`src/rtl/core/ecmp_pkg.sv`:
```
`timescale 1ns / 1ps
package ecmp_pkg;

   // default table geometry
   localparam int unsigned DefRouteEntries = 64;
   localparam int unsigned DefHopsPerRoute = 8;

   // egress port number width
   localparam int unsigned PortBits = 6;

   // murmur3 constants
   localparam logic [31:0] MixC1    = 32'hcc9e2d51;
   localparam logic [31:0] MixC2    = 32'h1b873593;
   localparam logic [31:0] MixAdd   = 32'he6546b64;
   localparam logic [31:0] FinC1    = 32'h85ebca6b;
   localparam logic [31:0] FinC2    = 32'hc2b2ae35;
   localparam logic [31:0] KeyBytes = 32'd12;

   // protocols whose ports enter the hash
   localparam logic [7:0] ProtTcp  = 8'h06;
   localparam logic [7:0] ProtUdp  = 8'h11;
   localparam logic [7:0] ProtExtA = 8'hFB;
   localparam logic [7:0] ProtExtB = 8'hFC;
   localparam logic [7:0] ProtExtC = 8'hFD;

   typedef enum logic [1:0] {
      ACT_LOOKUP = 2'd0,
      ACT_ADD    = 2'd1,
      ACT_CLEAR  = 2'd2
   } action_type;

   typedef enum logic [2:0] {
      STS_FORWARDED = 3'd0,
      STS_NO_ROUTE  = 3'd1,
      STS_ADDED     = 3'd2,
      STS_FULL      = 3'd3,
      STS_CLEARED   = 3'd4
   } status_type;

   typedef enum logic [2:0] {
      S_INIT,
      S_IDLE,
      S_SEARCH,
      S_COMMIT,
      S_DIVIDE,
      S_HOP_RD,
      S_CLEAR,
      S_DONE
   } state_type;

   typedef struct packed {
      logic       ready;
      logic       take_item;
      logic       sweep_run;
      logic       div_start;
      logic       hop_read;
      logic       add_commit;
      logic       rsp_load;
      status_type rsp_status;
   } ctrl_cmd_type;

   typedef struct packed {
      logic [1:0] action;
      logic       scan_done;
      logic       hash_done;
      logic       hit;
      logic       hops_nz;
      logic       room;
      logic       div_done;
      logic       sweep_last;
      logic       out_free;
   } dp_stat_type;

endpackage

```
`src/rtl/core/ecmp_ctrl.sv`:
```
`timescale 1ns / 1ps
module ecmp_ctrl
   import ecmp_pkg::*;
(
   input  logic         clock,
   input  logic         reset,
   input  logic         req_valid,
   input  logic [1:0]   req_action,
   input  dp_stat_type  stat,
   output ctrl_cmd_type cmd
);

   state_type state_ff, state_in;
   logic      search_end;
   logic      fwd;

   assign search_end = stat.scan_done && stat.hash_done;
   assign fwd        = stat.hit && stat.hops_nz;

   // next state
   always_comb begin
      state_in = state_ff;
      unique case (state_ff)
         S_INIT: begin
            if (stat.sweep_last) state_in = S_IDLE;
         end
         S_IDLE: begin
            if (req_valid) begin
               unique case (req_action)
                  ACT_LOOKUP, ACT_ADD: state_in = S_SEARCH;
                  ACT_CLEAR:           state_in = S_CLEAR;
                  default:             state_in = S_DONE;
               endcase
            end
         end
         S_SEARCH: begin
            if (search_end) begin
               if (stat.action == ACT_ADD) state_in = S_COMMIT;
               else if (fwd)               state_in = S_DIVIDE;
               else                        state_in = S_DONE;
            end
         end
         S_COMMIT: state_in = S_DONE;
         S_DIVIDE: begin
            if (stat.div_done) state_in = S_HOP_RD;
         end
         S_HOP_RD: state_in = S_DONE;
         S_CLEAR: begin
            if (stat.sweep_last) state_in = S_DONE;
         end
         S_DONE: begin
            if (stat.out_free) state_in = S_IDLE;
         end
         default: state_in = S_IDLE;
      endcase
   end

   // command outputs
   always_comb begin
      cmd            = '0;
      cmd.rsp_status = STS_NO_ROUTE;
      cmd.ready      = (state_ff == S_IDLE);
      cmd.take_item  = (state_ff == S_IDLE) && req_valid;
      cmd.sweep_run  = (state_ff == S_INIT) || (state_ff == S_CLEAR);
      cmd.div_start  = (state_ff == S_SEARCH) && search_end &&
                       (stat.action == ACT_LOOKUP) && fwd;
      cmd.hop_read   = (state_ff == S_HOP_RD);
      cmd.add_commit = (state_ff == S_COMMIT) && stat.room;
      cmd.rsp_load   = (state_ff == S_DONE) && stat.out_free;
      unique case (stat.action)
         ACT_LOOKUP: cmd.rsp_status = fwd ? STS_FORWARDED : STS_NO_ROUTE;
         ACT_ADD:    cmd.rsp_status = stat.room ? STS_ADDED : STS_FULL;
         ACT_CLEAR:  cmd.rsp_status = STS_CLEARED;
         default:    cmd.rsp_status = STS_NO_ROUTE;
      endcase
   end

   always_ff @(posedge clock) begin
      if (reset) begin
         state_ff <= S_INIT;
      end else begin
         state_ff <= state_in;
      end
   end

endmodule

```
`config.mk`:
```
export PLATFORM = sky130hd
export DESIGN_NAME = ecmp_ctrl
export DESIGN_NICKNAME = d
export VERILOG_FILES = /design/src/rtl/core/ecmp_pkg.sv /design/src/rtl/core/ecmp_ctrl.sv
export SDC_FILE = /design/constraint.sdc
export NUM_CORES = 1
export LEC_CHECK = 0
export ABC_AREA = 1
export BUFFER_PORTS_ARGS = -buffer_cell sky130_fd_sc_hd__buf_2
export CORE_AREA = 2 2 39 41
export CTS_BUF_LIST = sky130_fd_sc_hd__clkbuf_16
export CTS_CLUSTER_DIAMETER = 150
export DETAILED_ROUTE_END_ITERATION = 6
export DIE_AREA = 0 0 41 43
export SETUP_SLACK_MARGIN = 0.1
export SYNTH_ARGS = -nofsm -noshare
export SYNTH_HDL_FRONTEND = slang
export SYNTH_SLANG_ARGS = --single-unit
```
`constraint.sdc`:
```
create_clock -name clock -period 1.7 [get_ports clock]
set_input_delay 0.255 -clock clock [delete_from_list [all_inputs] [get_ports clock]]
set_output_delay 0.255 -clock clock [all_outputs]
set_load 0.005 [all_outputs]
```
# [Word-level counts from Yosys, hierarchy flattened]
# Index checks and enable logic that the tools add are counted.
[totals] n_memories=0 ff_bits=3 latch_bits=0 rom_bits=0 inputBits=15 ramBits=0 wordCells=46
[classes] eq_ne=17 mux=13 div_mod_pow=0 magnitude_cmp=0 bitwise=0 reduce_logical=15 addsub=0 n_mul=0 shifts=0
[op_table] cell="3-bit 2-to-1 mux" n=7
[op_table] cell="3-bit one-hot mux with 7 select lines" n=1
[op_table] cell="3-bit equality test, second input constant" n=4
[op_table] cell="2-bit != test, second input constant" n=6
[op_table] cell="3-bit one-hot mux with 3 select lines" n=1
[op_table] cell="1-bit logical AND" n=8
[op_table] cell="3-bit by 2-bit equality test with 1-bit output, second input constant" n=2
[op_table] cell="3-bit one-hot mux with 2 select lines" n=1
[op_table] cell="6-bit AND reduction" n=1
[op_table] cell="2-bit by 1-bit equality test with 1-bit output, second input constant" n=2
[op_table] cell="2-bit equality test, second input constant" n=2
[op_table] cell="2-bit logical NOT" n=2
[op_table] cell="2-bit OR reduction" n=2
[op_table] cell="3-bit by 1-bit equality test with 1-bit output, second input constant" n=1
[op_table] cell="3-bit logical NOT" n=1
[op_table] cell="1-bit 2-to-1 mux" n=2
[op_table] cell="2-bit 2-to-1 mux" n=1
[op_table] cell="1-bit logical OR" n=1

# [Longest topological paths before layout]
[depth] word_depth=5 depth_mapped=9 depth_no_buf=8

# [Worst setup path after synthesis]
# No wires, ideal clock.
[synth_timing] kind="register -> output" startpoint="register state_ff[0]" endpoint="output port cmd[6] in the netlist's numbering" arrival_time_ns=0.886 slack_ns=0.559 stages_incl_launch_ff=7 required_time_ns=1.445 n_path_buf=1 path_cell_list="dfxtp_1 > buf_6 > inv_2 > nand2_1 > nor2_1 > nand4_1 > nor3_1"
[synth_rtl] element="from (decl)" line="ecmp_ctrl.sv:13" text="state_type state_ff, state_in;"
[synth_rtl] element="from (signal assigned)" line="ecmp_ctrl.sv:82" text="state_ff <= state_in;"
[synth_rtl] element="to (decl)" line="ecmp_ctrl.sv:10" text="output ctrl_cmd_type cmd"

==> flow_metrics.env <==
export IMPL_wl_um=1080
export IMPL_synthesis_instances=74
export IMPL_row_count=14
export IMPL_timing_final_max_slew_violations=0
export IMPL_drt_initial_drc_count=6
export IMPL_die_height_um=43
export IMPL_worst_setup_hold_path_clk_slew_ns=0.03
export IMPL_synthFlopType="dfxtp_1"
export IMPL_layout_worst_path_cycle_share_pct=87.6
export IMPL_cpLargestDelayFamily="flip-flops"
export IMPL_start_kind="flip-flop"
export IMPL_grt_antenna_before_repair=0
export IMPL_fin_crit_ns=1.49
export IMPL_finalHoldViolations=0
export IMPL_grt_pass1_wl_um=1570
export IMPL_initial_core_utilization_pct=33.0
export IMPL_cts_buffers=3
export IMPL_clk_root_buffer_cell="clkbuf_16"
export IMPL_status="finished, final reports clean"
export IMPL_synth_cell_type_count=19
export IMPL_number_of_buffer_and_inverter_stages_on_the_critical_path=1
export IMPL_vias_in_the_first_global_route=424
export IMPL_num_antenna_cells=0
export IMPL_total_power_mw=1.14
export IMPL_power_density_nw_per_um2=1760
export IMPL_synth_largest_area_cell="dfxtp_1"
export IMPL_place_area_um2=563
export IMPL_r2r_worst_path_cells=7
export IMPL_skew_ns=0.000586
export IMPL_grt_setup_unrepaired="no"
export IMPL_wl_met2_um=529
export IMPL_timing_critical_path_to_type="primary output"
export IMPL_numPortBuffers=24
export IMPL_synth_yosys_warnings=0
export IMPL_cts_hold_buffers=0
export IMPL_leftover_overflow_at_the_end_of_global_routing=0
export IMPL_die_footprint_um2=1760
export IMPL_final_setup_viol_count=0
export IMPL_fmax_mhz=672
export IMPL_final_cell_count_no_fill=115
export IMPL_clock_insertion_delay_worst_skew_ns=0.22
export IMPL_critical_setup_path_class="flip-flop to primary output"
export IMPL_flow_area_growth_from_synthesis_pct=41.6
export IMPL_whs_path_depth=2
export IMPL_reg2reg_from="state_ff[2]$_SDFFE_PP0P_"
export IMPL_syn_avg_cell_area_um2=6.17
export IMPL_post_place_ws_ns=0.265
export IMPL_fin_nets=115
export IMPL_post_synth_instance_area_um2=457
export IMPL_vias_per_cell=4.63
export IMPL_final_antenna_net_count=0
export IMPL_timing_critical_path_arrival_ns=1.23
export IMPL_worstHoldEndpoint="state_ff[1]$_SDFFE_PP0P_"
export IMPL_reg2reg_setup_slack_ns=0.33
export IMPL_cts_htree_levels=1
export IMPL_worst_path_max_delay_cell="dfxtp_2"
export IMPL_place_congestion=0.795
export IMPL_drive_gt1_share_pct=44.4
export IMPL_reg_top3="state_ff x3"
export IMPL_largest_register_ff_count=3
export IMPL_cts_sinks=3
export IMPL_cp_max_stage_delay_ns=0.44
export IMPL_m1WireLength_um=467
export IMPL_grt_start_max_net_pins=10
export IMPL_io_pins=25
export IMPL_synth_seq_cells=3
export IMPL_detailed_route_via_count=532
export IMPL_max_slew_margin_pct=73.8
export IMPL_critical_path_peak_fanout=9
export IMPL_highest_layer="met3"
export IMPL_die_x_um=41
export IMPL_crit_reg2reg_capture="state_ff[0]$_SDFFE_PP0P_"
export IMPL_setup_slack_ns=0.211
export IMPL_synth_nets=89
export IMPL_netlist_top_cells_count="nand2_1, nand3_1, inv_1"
export IMPL_route_detailed_drc=0
export IMPL_irDropWorstVdd_mv=1.25
export IMPL_timing_critical_path_required_ns=1.44
export IMPL_clk_path_buf_depth=2
export IMPL_first_pass_iters=4
export IMPL_number_of_setup_buffers_added_after_cts=0
export IMPL_synth_top_area_share_pct=13.2
export IMPL_yosysSeqAreaShare_pct=13.2
export IMPL_post_cts_resized_instances=2
export IMPL_wire_per_inst_um=9.40
export IMPL_number_of_synthesized_flops_with_an_enable_pin=0
export IMPL_transition_time_at_the_pin_with_the_least_slew_margin_ns=0.392
export IMPL_finalCoreUtilization_pct=46.7
export IMPL_hold_path_startpoint="reset"
export IMPL_track_usage_pct=12.6
export IMPL_p_leak_nw=0.359
export IMPL_met3_wirelength_um=85
export IMPL_synth_top_cells_by_area="dfxtp_1, nand3_1, nand2_1, inv_1, buf_6"
export IMPL_hpwlAfterDp_um=849
export IMPL_placed_cells=111
export IMPL_cp_cell_sequence="nand2_1 -> nor2_2 -> nand4_1 -> nor3_1 -> buf_2"
export IMPL_hold_worst_slack_ns=0.212
export IMPL_setup_tns_ns=0
export IMPL_final_cell_area_um2=647
export IMPL_worst_hold_path_type="input pin to flip-flop"
export IMPL_tritoncts="yes"
export IMPL_async_reset_ff_share_pct=0
export IMPL_top_register="state_ff"
export IMPL_drv_cap=0
export IMPL_core_area_um2=1380
-- cell families (layout without fill, tap and decap cells) --
group | Yosys count | after routing | share of synthesized area [%]
AND/OR/NAND/NOR | 48 | 48 | 57.8
AO/OA/AOI/OAI | 6 | 6 | 9.04
buffers and inverters | 17 | 42 | 20.0
flip-flops | 3 | 3 | 13.2
-- area by class of cell --
cell class / instances / area, um^2
Fill cell: 160 / 737
Multi-Input combinational cell: 54 / 308
Timing Repair Buffer: 24 / 120
Clock buffer: 3 / 75.1
Sequential cell: 3 / 62.6
Inverter: 14 / 57.6
Tap cell: 16 / 20.0
Clock inverter: 1 / 3.75
-- metal layers --
layer	GRT usage (%)	vias to the layer above
li1	-	288
met1	15.4	223
met2	21.6	21
met3	1.57	0
met4	4.00	0
met5	0	-
-- worst max path at each step --
stage | start | end | slack (ns) | cells past startpoint
after global placement | state_ff[0]$_SDFFE_PP0P_ | state_ff[0]$_SDFFE_PP0P_ | 0.29 | 7
after global routing | state_ff[0]$_SDFFE_PP0P_ | cmd[6] | 0.12 | 6
final | state_ff[1]$_SDFFE_PP0P_ | cmd[6] | 0.21 | 5
after CTS | state_ff[0]$_SDFFE_PP0P_ | cmd[6] | 0.18 | 6
after detailed placement | state_ff[0]$_SDFFE_PP0P_ | state_ff[0]$_SDFFE_PP0P_ | 0.26 | 7
after floorplan | state_ff[0]$_SDFFE_PP0P_ | cmd[6] | 0.56 | 6
-- where the power goes --
group,leakage [nW],internal [mW],switching (mW)
clock network,0.0423,0.303,0.0592
registers,0.0254,0.109,0.110
logic,0.291,0.235,0.323
-- placed cells by master (no fill, tap or decap) --
cell,netlist,final
buf_2,0,24
nand2_1,12,12
nand3_1,12,12
inv_1,10,11
nor2_1,8,7
a21oi_1,4,4
nand4_1,4,4
nor2_4,3,3
nand2_2,3,3
clkbuf_16,0,3
inv_4,2,2
inv_2,2,2
nor2_2,1,2
nor3_1,2,2
dfxtp_2,0,2
nand3_4,1,1
a21oi_4,1,1
nand3_2,1,1
nand3b_1,1,1
o21ai_0,1,1
dfxtp_1,3,1
Power figures use the tool's default switching activity.
